--- src/sv/ramr_pkg.sv ---
// Package for the rational add/multiply/reduce core: item types and status codes.
// No dependencies.
`default_nettype none
package ramr_pkg;

  localparam int unsigned NumW = 32;
  localparam int unsigned DenW = 31;
  localparam int unsigned WideW = 64;

  localparam logic [1:0] ST_OK = 2'd0;
  localparam logic [1:0] ST_ZERO_DEN = 2'd1;
  localparam logic [1:0] ST_OVERFLOW = 2'd2;

  localparam logic REQ_ADD = 1'b0;
  localparam logic REQ_MUL = 1'b1;

  typedef struct packed {
    logic req_type;
    logic signed [NumW-1:0] a_num;
    logic [DenW-1:0] a_den;
    logic signed [NumW-1:0] b_num;
    logic [DenW-1:0] b_den;
  } in_item_t;

  typedef struct packed {
    logic signed [NumW-1:0] res_num;
    logic [DenW-1:0] res_den;
    logic [1:0] status;
  } out_item_t;

  // Request/response between sequencer and divider
  typedef struct packed {
    logic start;
  } div_ctl_t;

  typedef struct packed {
    logic busy;
    logic done;
  } div_sts_t;

endpackage
`default_nettype wire

--- src/sv/rational_add_mul_reduce_core.sv ---
// Rational add/multiply with gcd reduction: one item in, one result out.
// Latency is data dependent: each gcd step and each division runs in the shared
// 64-bit bit-serial divider, whose use varies with the operands (a zero product skips
// reduction, and a zero denominator skips all arithmetic).
// One item at a time, the next accepted once the result is taken; reset is synchronous,
// active low, and clears the sequencer. Depends on ramr_pkg, ramr_div, ramr_mul.
`default_nettype none
module rational_add_mul_reduce_core #(
  parameter int unsigned WIDTH = 32
) (
  input  wire logic clk,
  input  wire logic rst_n,
  input  wire logic in_valid,
  output logic in_ready,
  input  wire ramr_pkg::in_item_t in_data,
  output logic out_valid,
  input  wire logic out_ready,
  output ramr_pkg::out_item_t out_data
);
  localparam int unsigned W = ramr_pkg::WideW;
  localparam int unsigned N = ramr_pkg::NumW;
  localparam logic [W-1:0] Lim = W'(1) << (WIDTH - 1);

  // Sequencer states
  localparam logic [3:0] S_IDLE   = 4'd0;
  localparam logic [3:0] S_GCD    = 4'd1;  // euclid on x_r,y_r
  localparam logic [3:0] S_GWAIT  = 4'd2;
  localparam logic [3:0] S_AD1    = 4'd3;  // bd/g
  localparam logic [3:0] S_AD2    = 4'd4;  // ad/g
  localparam logic [3:0] S_MUL1   = 4'd5;
  localparam logic [3:0] S_MUL2   = 4'd6;
  localparam logic [3:0] S_MUL3   = 4'd7;
  localparam logic [3:0] S_COMB   = 4'd8;
  localparam logic [3:0] S_RD1    = 4'd9;  // mag/g
  localparam logic [3:0] S_RD2    = 4'd10; // den/g
  localparam logic [3:0] S_OUT    = 4'd11;
  localparam logic [3:0] S_DWAIT  = 4'd12;

  logic [3:0] st_r, st_nxt, ret_r, ret_nxt;
  logic op_r, an_r, bn_r, neg_r, phase_r;
  logic op_nxt, an_nxt, bn_nxt, neg_nxt, phase_nxt;
  logic [N-1:0] am_r, bm_r, am_nxt, bm_nxt;
  logic [W-1:0] ad_r, bd_r, x_r, y_r, g_r, ta_r, tb_r, mag_r, den_r, t_r;
  logic [W-1:0] ad_nxt, bd_nxt, x_nxt, y_nxt, g_nxt, ta_nxt, tb_nxt, mag_nxt, den_nxt, t_nxt;
  logic out_valid_r, out_valid_nxt;
  ramr_pkg::out_item_t out_r, out_nxt;

  ramr_pkg::div_ctl_t dctl;
  ramr_pkg::div_sts_t dsts;
  logic [W-1:0] dvd, dvs, quot, rem;
  logic [N-1:0] ma, mb;
  logic [W-1:0] prod;

  ramr_div u_div (.clk(clk), .rst_n(rst_n), .ctl(dctl), .dividend(dvd), .divisor(dvs),
                  .sts(dsts), .quot(quot), .rem(rem));
  ramr_mul u_mul (.clk(clk), .op_a(ma), .op_b(mb), .prod(prod));

  function automatic logic [N-1:0] mag32(input logic [N-1:0] v);
    mag32 = v[N-1] ? (~v + 1'b1) : v;
  endfunction

  // Sequencer
  always_comb begin
    st_nxt = st_r; ret_nxt = ret_r; op_nxt = op_r; an_nxt = an_r; bn_nxt = bn_r;
    neg_nxt = neg_r; phase_nxt = phase_r; am_nxt = am_r; bm_nxt = bm_r;
    ad_nxt = ad_r; bd_nxt = bd_r; x_nxt = x_r; y_nxt = y_r; g_nxt = g_r;
    ta_nxt = ta_r; tb_nxt = tb_r; mag_nxt = mag_r; den_nxt = den_r; t_nxt = t_r;
    out_valid_nxt = out_valid_r; out_nxt = out_r;
    dctl.start = 1'b0; dvd = x_r; dvs = y_r;
    ma = am_r; mb = bm_r;
    if (out_valid_r && out_ready) out_valid_nxt = 1'b0;
    case (st_r)
      S_IDLE: begin
        if (in_valid && !out_valid_r) begin
          op_nxt = in_data.req_type;
          an_nxt = in_data.a_num[N-1];
          bn_nxt = in_data.b_num[N-1];
          am_nxt = mag32(in_data.a_num);
          bm_nxt = mag32(in_data.b_num);
          ad_nxt = W'(in_data.a_den);
          bd_nxt = W'(in_data.b_den);
          if (in_data.a_den == '0 || in_data.b_den == '0) begin
            out_nxt = '{res_num: '0, res_den: '0, status: ramr_pkg::ST_ZERO_DEN};
            out_valid_nxt = 1'b1;
          end else if (in_data.req_type == ramr_pkg::REQ_ADD) begin
            x_nxt = W'(in_data.a_den);
            y_nxt = W'(in_data.b_den);
            ret_nxt = S_AD1;
            st_nxt = S_GCD;
          end else begin
            phase_nxt = 1'b0;
            st_nxt = S_MUL1;
          end
        end
      end
      S_GCD: begin
        if (y_r == '0) begin
          g_nxt = x_r;
          st_nxt = ret_r;
        end else begin
          dctl.start = 1'b1;
          st_nxt = S_GWAIT;
        end
      end
      S_GWAIT: begin
        if (dsts.done) begin
          x_nxt = y_r;
          y_nxt = rem;
          st_nxt = S_GCD;
        end
      end
      S_AD1: begin
        dvd = bd_r; dvs = g_r; dctl.start = 1'b1;
        ret_nxt = S_AD2; st_nxt = S_DWAIT; phase_nxt = 1'b0;
      end
      S_AD2: begin
        // t_r holds bd/g; now ad/g
        dvd = ad_r; dvs = g_r; dctl.start = 1'b1;
        ret_nxt = S_MUL1; st_nxt = S_DWAIT; phase_nxt = 1'b1;
      end
      S_DWAIT: begin
        if (dsts.done) begin
          t_nxt = quot;
          if (ret_r == S_AD2) tb_nxt = quot;       // bd/g kept in tb_r
          if (ret_r == S_MUL1) ta_nxt = quot;      // ad/g kept in ta_r
          if (ret_r == S_RD2) mag_nxt = quot;
          if (ret_r == S_OUT) den_nxt = quot;
          st_nxt = ret_r;
        end
      end
      S_MUL1: begin
        // add: t=(bd/g)*am ; mul: mag=am*bm
        if (op_r == ramr_pkg::REQ_ADD) begin
          ma = tb_r[N-1:0]; mb = am_r;
        end
        st_nxt = S_MUL2;
      end
      S_MUL2: begin
        if (op_r == ramr_pkg::REQ_ADD) begin
          t_nxt = prod;               // scaled a numerator
          ma = ta_r[N-1:0]; mb = bm_r;
        end else begin
          mag_nxt = prod;
          ma = ad_r[N-1:0]; mb = bd_r[N-1:0];
        end
        st_nxt = S_MUL3;
      end
      S_MUL3: begin
        if (op_r == ramr_pkg::REQ_ADD) begin
          tb_nxt = prod;              // scaled b numerator
          ma = ta_r[N-1:0]; mb = bd_r[N-1:0];
        end else begin
          den_nxt = prod;
          neg_nxt = an_r ^ bn_r;
        end
        st_nxt = S_COMB;
        phase_nxt = 1'b0;
      end
      S_COMB: begin
        if (op_r == ramr_pkg::REQ_ADD && !phase_r) begin
          // first pass combines the numerators; the den product is taken in the second pass
          ma = ta_r[N-1:0]; mb = bd_r[N-1:0];
          phase_nxt = 1'b1;
          if (an_r == bn_r) begin
            mag_nxt = t_r + tb_r; neg_nxt = an_r;
          end else if (t_r >= tb_r) begin
            mag_nxt = t_r - tb_r; neg_nxt = an_r;
          end else begin
            mag_nxt = tb_r - t_r; neg_nxt = bn_r;
          end
        end else begin
          if (op_r == ramr_pkg::REQ_ADD) den_nxt = prod;
          if (mag_r == '0 && !(op_r == ramr_pkg::REQ_ADD)) begin
            neg_nxt = 1'b0; den_nxt = W'(1); st_nxt = S_OUT;
          end else if (op_r == ramr_pkg::REQ_ADD && mag_r == '0) begin
            neg_nxt = 1'b0; den_nxt = W'(1); st_nxt = S_OUT;
          end else begin
            x_nxt = mag_r;
            y_nxt = (op_r == ramr_pkg::REQ_ADD) ? prod : den_r;
            ret_nxt = S_RD1;
            st_nxt = S_GCD;
          end
        end
      end
      S_RD1: begin
        dvd = mag_r; dvs = g_r; dctl.start = 1'b1;
        ret_nxt = S_RD2; st_nxt = S_DWAIT;
      end
      S_RD2: begin
        dvd = den_r; dvs = g_r; dctl.start = 1'b1;
        ret_nxt = S_OUT; st_nxt = S_DWAIT;
      end
      S_OUT: begin
        if ((neg_r ? (mag_r > Lim) : (mag_r >= Lim)) || den_r >= Lim) begin
          out_nxt = '{res_num: '0, res_den: '0, status: ramr_pkg::ST_OVERFLOW};
        end else begin
          out_nxt.res_num = neg_r ? (~mag_r[N-1:0] + 1'b1) : mag_r[N-1:0];
          out_nxt.res_den = den_r[ramr_pkg::DenW-1:0];
          out_nxt.status = ramr_pkg::ST_OK;
        end
        out_valid_nxt = 1'b1;
        st_nxt = S_IDLE;
      end
      default: st_nxt = S_IDLE;
    endcase
  end

  always_ff @(posedge clk) begin
    if (!rst_n) begin
      st_r <= S_IDLE;
      out_valid_r <= 1'b0;
    end else begin
      st_r <= st_nxt;
      out_valid_r <= out_valid_nxt;
    end
    ret_r <= ret_nxt; op_r <= op_nxt; an_r <= an_nxt; bn_r <= bn_nxt;
    neg_r <= neg_nxt; phase_r <= phase_nxt; am_r <= am_nxt; bm_r <= bm_nxt;
    ad_r <= ad_nxt; bd_r <= bd_nxt; x_r <= x_nxt; y_r <= y_nxt; g_r <= g_nxt;
    ta_r <= ta_nxt; tb_r <= tb_nxt; mag_r <= mag_nxt; den_r <= den_nxt; t_r <= t_nxt;
    out_r <= out_nxt;
  end

  assign in_ready = (st_r == S_IDLE) && !out_valid_r;
  assign out_valid = out_valid_r;
  assign out_data = out_r;

  // Result never changes while waiting to be taken
  a_out_hold: assert property (@(posedge clk) disable iff (!rst_n)
    out_valid_r && !out_ready |=> out_valid_r && $stable(out_r))
    else $error("result changed while stalled");
  a_busy_not_ready: assert property (@(posedge clk) disable iff (!rst_n)
    st_r != S_IDLE |-> !in_ready) else $error("ready while working");
  a_ok_den_nonzero: assert property (@(posedge clk) disable iff (!rst_n)
    out_valid_r && out_r.status == ramr_pkg::ST_OK |-> out_r.res_den != '0)
    else $error("ok result with zero denominator");
endmodule
`default_nettype wire

--- src/sv/ramr_div.sv ---
// Restoring divider, one quotient bit per cycle, 64-bit unsigned operands.
// Depends on ramr_pkg.
`default_nettype none
module ramr_div (
  input  wire logic clk,
  input  wire logic rst_n,
  input  wire ramr_pkg::div_ctl_t ctl,
  input  wire logic [ramr_pkg::WideW-1:0] dividend,
  input  wire logic [ramr_pkg::WideW-1:0] divisor,
  output ramr_pkg::div_sts_t sts,
  output logic [ramr_pkg::WideW-1:0] quot,
  output logic [ramr_pkg::WideW-1:0] rem
);
  localparam int unsigned W = ramr_pkg::WideW;
  localparam int unsigned CntW = $clog2(W + 1);

  logic [W-1:0] q_r, q_nxt, r_r, r_nxt, d_r, d_nxt;
  logic [CntW-1:0] cnt_r, cnt_nxt;
  logic busy_r, busy_nxt, done_r, done_nxt;
  logic [W:0] trial;

  // One shift-subtract step per cycle
  always_comb begin
    q_nxt = q_r;
    r_nxt = r_r;
    d_nxt = d_r;
    cnt_nxt = cnt_r;
    busy_nxt = busy_r;
    done_nxt = 1'b0;
    trial = {r_r, q_r[W-1]} - {1'b0, d_r};
    if (ctl.start) begin
      q_nxt = dividend;
      r_nxt = '0;
      d_nxt = divisor;
      cnt_nxt = CntW'(W);
      busy_nxt = 1'b1;
    end else if (busy_r) begin
      if (trial[W]) begin
        r_nxt = {r_r[W-2:0], q_r[W-1]};
        q_nxt = {q_r[W-2:0], 1'b0};
      end else begin
        r_nxt = trial[W-1:0];
        q_nxt = {q_r[W-2:0], 1'b1};
      end
      cnt_nxt = cnt_r - 1'b1;
      if (cnt_r == CntW'(1)) begin
        busy_nxt = 1'b0;
        done_nxt = 1'b1;
      end
    end
  end

  always_ff @(posedge clk) begin
    if (!rst_n) begin
      busy_r <= 1'b0;
      done_r <= 1'b0;
      cnt_r <= '0;
    end else begin
      busy_r <= busy_nxt;
      done_r <= done_nxt;
      cnt_r <= cnt_nxt;
    end
    q_r <= q_nxt;
    r_r <= r_nxt;
    d_r <= d_nxt;
  end

  assign sts.busy = busy_r;
  assign sts.done = done_r;
  assign quot = q_r;
  assign rem = r_r;

  // Done only follows a busy cycle
  a_done_after_busy: assert property (@(posedge clk) disable iff (!rst_n)
    sts.done |-> $past(busy_r)) else $error("divider done without busy");
  a_no_busy_done: assert property (@(posedge clk) disable iff (!rst_n)
    !(busy_r && done_r)) else $error("divider busy and done together");
  a_cnt_zero_idle: assert property (@(posedge clk) disable iff (!rst_n)
    !busy_r |-> cnt_r == '0 || $past(ctl.start) == 1'b0)
    else $error("divider count inconsistent");
endmodule
`default_nettype wire

--- src/sv/ramr_mul.sv ---
// Registered 32x32 unsigned multiplier.
// Depends on ramr_pkg.
`default_nettype none
module ramr_mul (
  input  wire logic clk,
  input  wire logic [ramr_pkg::NumW-1:0] op_a,
  input  wire logic [ramr_pkg::NumW-1:0] op_b,
  output logic [ramr_pkg::WideW-1:0] prod
);
  logic [ramr_pkg::WideW-1:0] prod_r;
  // Product register
  always_ff @(posedge clk) begin
    prod_r <= ramr_pkg::WideW'(op_a) * ramr_pkg::WideW'(op_b);
  end
  assign prod = prod_r;
endmodule
`default_nettype wire

--- config.mk ---
export PLATFORM = sky130hd
export DESIGN_NAME = rational_add_mul_reduce_core
export DESIGN_NICKNAME = d
export VERILOG_FILES = /design/src/sv/ramr_pkg.sv /design/src/sv/rational_add_mul_reduce_core.sv /design/src/sv/ramr_div.sv /design/src/sv/ramr_mul.sv
export SDC_FILE = /design/constraint.sdc
export NUM_CORES = 2
export LEC_CHECK = 0
export ABC_CLOCK_PERIOD_IN_PS = 29300
export BUFFER_PORTS_ARGS = -buffer_cell sky130_fd_sc_hd__buf_2
export CAP_MARGIN = 20
export CORE_ASPECT_RATIO = 0.8
export CORE_MARGIN = 1
export CORE_UTILIZATION = 45
export CTS_CLUSTER_SIZE = 30
export DETAILED_ROUTE_END_ITERATION = 6
export HOLD_SLACK_MARGIN = 0.15
export SLEW_MARGIN = 10
export SYNTH_ARGS = -nofsm -noshare
export SYNTH_HDL_FRONTEND = slang
export SYNTH_HIERARCHICAL = 1
export SYNTH_SLANG_ARGS = --single-unit
--- constraint.sdc ---
create_clock -name clk -period 29.3 [get_ports clk]
set_clock_uncertainty 0.15 [all_clocks]
set_input_delay 7.325 -clock clk [delete_from_list [all_inputs] [get_ports clk]]
set_output_delay 7.325 -clock clk [all_outputs]
set_load 0.01 [all_outputs]
After elaboration in Yosys (flattened, before gate mapping) --
Cells that the tools add are included. W data, S select, Z words.
Storage, ports and cells: bits of input ports 131, bits in registers 950, logic and storage cells 233
Operators by class: equal/unequal tests 37, reduce and logical (&&, ||, !) cells 42, multiply operators 1, add/subtract/negate cells 8, multiplexer cells 101, bitwise operators 7, magnitude comparators 4
Operators with widths (count):
- $mux W64 | 34
- $pmux W64 S3 | 4
- $mux W32 | 9
- $pmux W32 S4 | 2
- $pmux W64 S2 | 2
- $pmux W64 S4 | 1
- $mux W65 | 3
- $pmux W65 S2 | 1
- $ge A64 B32 Y1 const B | 2
- $logic_not A64 Y1 | 2
- $sub A64 B64 Y64 | 2
- $add A32 B1 Y32 const B | 3
- $not A32 Y32 | 3
- $sub A65 B64 Y65 | 1
- $add A64 B64 Y64 | 1
- $ge A64 B64 Y1 | 1
- $gt A64 B32 Y1 const B | 1
- $mul A32 B32 Y64 | 1
- $logic_not A31 Y1 | 2
- $mux W31 | 2
- $mux W4 | 14
- $pmux W4 S9 | 1
- $ne A2 B2 Y1 const B | 16
- $eq A4 B4 Y1 const B | 7
- other kinds (33) | 85

Depth between registers and ports, before layout --
depth in word-level cells 6, gate-level depth with buffers 39

Modules after synthesis --
Netlist, hierarchy kept.
Modules (own cells, without submodules):
- rational_add_mul_reduce_core | seq. area each 20519.7 um^2, area an instance 43940.9 um^2, times used 1, cells an instance 4779
- ramr_mul | seq. area each 1281.2 um^2, area an instance 34941.0 um^2, times used 1, cells an instance 3844
- ramr_div | seq. area each 5305.1 um^2, area an instance 11966.5 um^2, times used 1, cells an instance 1249

Worst setup path before layout --
Ideal clock, no wire load.
path type input -> register, start point input port in_data[12] (netlist name), end point register x_r[0] (enable), required time 28.221 ns, slack 8.219 ns, data arrival time 20.002 ns, stages 7, setup time 0.929 ns, buffers on the path 0, cells stage by stage nor4_1 > nand4_1 > o22ai_1 > o21ai_0 > and2_1 > nand3_1 > nor4_1
Between the ends: cells in the longest elaborated chain, start to end 4
Ends and longest elaborated chain:
- start: declaration | line rational_add_mul_reduce_core.sv:15 | input wire ramr_pkg::in_item_t in_data,
- $logic_not A31 Y1 | line rational_add_mul_reduce_core.sv:82 | if (in_data.a_den == '0 || in_data.b_den == '0) begin
- $logic_or A1 B1 Y1 | line rational_add_mul_reduce_core.sv:82
- $ne A2 B2 Y1 (no source line)
- $reduce_and A8 Y1 (no source line)
- end signal: assignment | line rational_add_mul_reduce_core.sv:218 | ad_r <= ad_nxt; bd_r <= bd_nxt; x_r <= x_nxt; y_r <= y_nxt; g_r <= g_nxt;
- end: declaration | line rational_add_mul_reduce_core.sv:43 | logic [W-1:0] ad_r, bd_r, x_r, y_r, g_r, ta_r, tb_r, mag_r, den_r, t_r;
Every way passes these cells. A chain may end at the register's enable or synchronous reset.

Worst setup path in the final report --
start point register st_r[3], end point register u_mul.prod_r, in the netlist u_mul/prod[37]
Between the ends: cells in the longest elaborated chain, start to end 3
Ends and longest elaborated chain:
- start: declaration | line rational_add_mul_reduce_core.sv:39 | logic [3:0] st_r, st_nxt, ret_r, ret_nxt;
- start signal: assignment | line rational_add_mul_reduce_core.sv:213 | st_r <= st_nxt;
- $eq A4 B4 Y1 or $eq A4 B3 Y1 (tied branches) | line rational_add_mul_reduce_core.sv:72 | case (st_r)
- $pmux W32 S4 * | line rational_add_mul_reduce_core.sv:72
- via mb[6] | line rational_add_mul_reduce_core.sv:51 | logic [N-1:0] ma, mb;
- $mul A32 B32 Y64 * | line ramr_mul.sv:13 | prod_r <= ramr_pkg::WideW'(op_a) * ramr_pkg::WideW'(op_b);
- end signal: assignment | line ramr_mul.sv:13
- end: declaration | line ramr_mul.sv:10 | logic [ramr_pkg::WideW-1:0] prod_r;
Mark *: on every way through the listed nets, which the timed path passes. The rest lies on a longest branch.

==> results.toml <==
[timing]
period_needed_ns = 11.96
min_period_over_period_pct = 40.8
holdWs_ns = 0.309
final.setup.tns_ns = 0
rsz0062_at_grt = "false"
slew_violations = 0
tightest_slew_ns = 1.16
setup_viol = 0
timing.fmax_mhz = 83.6
hold_viol_final = 0
max_slew_margin_pct = 21.8

[worst_hold_path]
holdPathEnd = "g_r[18]"
min_path_type = "flop to flop"
holdPathStages = 0
min_from = "x_r[18]"

[floorplanning]
rows = 147
core_sq_mm = 0.201
start_util_pct = 45.3
dieWidth_um = 504
die_y_um = 404
dieArea_sq_mm = 0.204
ios = 198

[finish]
multi_input_comb_area_sq_mm = 0.0568
finalCoreUtilization_pct = 48.6
design_area_sq_mm = 0.0975
area_growth_syn_to_layout_pct = 7.32
layout.area.seq_sq_mm = 0.0271
n_fill_cell = 19100
drive_gt1_share_pct = 6.93
fin_nets = 11300
largest_register_ffs = 65

[global_route]
antenna_found_initial = 29
grt_pass1_vias = 74800
grt_pass1_wl_mm = 520
grt_max_degree = 145
overflow = 0
grt_use_total_pct = 34.7

[job]
max_cap_viol_count = 0

[placement]
dpl.hpwl_mm = 278
place_area_sq_mm = 0.0943
io_buffers = 197
gp_congestion = 1.07

[worst_setup_path]
path_depth = 34
cp.arrival_ns = 12.38
setup.worst_path.class = "flop to flop"
r2r_start = "st_r[3]"
crit_top_cell = "fa_1"
cp.required_ns = 29.73
critPathCaptureType = "flop"
crit_fanout = 144
path_buf_inv = 10
rrSetupSlack_ns = 17.34
worstRegToRegCells = 34
critPathSlowestCell = "dfxtp_1"
worst_r2r_endpoint = "u_mul/prod[37]"
critPathTopFamily = "adder cells"
worst_path_largest_cell_delay_ns = 0.86
startpoint_type = "flop"

[clocking]
numCtsBuffers = 91
root_buffer = "clkbuf_16"
cts_hold_buffers = 0
path_clk_slew_ns = 0.07
clockBufferDepth = 3
cts_max_level = 3
cts_resized = 0
worst_skew_pair.late_latency_ns = 0.74
cts_tree = "built"
cts_setup_buffers = 0
clock-sinks = 950

[detailed_routing]
dr.pass1.iters = 7
vias_per_cell = 6.19
vias = 77400
routed_wl_mm = 360
drc = 64
ant_nets = 0
drtIter0Drc = 10300
wl_per_cell_um = 28.8

[status]
failed_checks = "DRC"
run_status = "finished, violations left"

[logic_synthesis]
synthesis.nets = 11400
synth.cell_area_sq_mm = 0.0908
synth_area_per_cell_sq_um = 9.20
synth_warnings = 6
postSynthCellCount = 9871
routing by layer:
metal | vias up | GRT usage [%] | routed length [um]
li1 | 32900 | - | -
met1 | 38900 | 50.3 | 153000
met2 | 4885 | 48.5 | 145000
met3 | 715 | 10.1 | 46800
met4 | 20 | 12.9 | 15300
met5 | - | 0 | 119
how the worst max path moves through the flow:
stage,startpoint,endpoint,slack [ns]
final,st_r[3],u_mul/prod[37],17.34
after global routing,st_r[3],u_mul/prod[37],17.05
after CTS,st_r[3],u_mul/prod[37],17.50
after detailed placement,st_r[3],u_mul/prod[37],17.62
after global placement,st_r[3],u_mul/prod[37],17.59
after floorplan,in_data[12],x_r[0],8.22
layout by cell type, fill, tap and decap left out, types with 104 or more instances in the layout:
cell type and count:
edfxtp_1 808, dfxtp_1 141, fa_1 900, buf_2 199
xnor2_1 198, and2_1 615, nand2_1 1686, buf_4 136
a22oi_1 129, ha_1 523, a21oi_1 468, o21bai_1 104
inv_1 1315, o21ai_0 329, nor2_1 420
worst register-to-register path: cells and delay by family, from the launching register on:
family / cells / cell delay, ns
buf+inv: 10 / 1.99
xor+xnor: 1 / 0.35
fa+ha+maj: 9 / 4.60
flops: 1 / 0.86
simple gates: 7 / 1.91
compound gates: 7 / 2.01
layout make-up:
| cell class | count | share of cell area (%) |
|---|---|---|
| antenna | 11 | 0.0282 |
| clock buffer | 111 | 2.52 |
| clock inverter | 58 | 0.633 |
| inverter | 1320 | 5.08 |
| multi-input combinational | 7031 | 58.3 |
| sequential | 950 | 27.8 |
| tap | 2682 | 3.44 |
| timing repair buffer | 341 | 2.18 |
per-stage QoR:
step,instances,setup WS (ns)
after floorplan,9871,8.22
after global placement,12300,17.59
after detailed placement,12300,17.62
after CTS,12500,17.50
after global routing,12500,17.05
final,12500,17.34
Power is left out: the tool's default activity adds up to more than one toggle a clock period on the data nets, which glitch-free logic cannot reach.
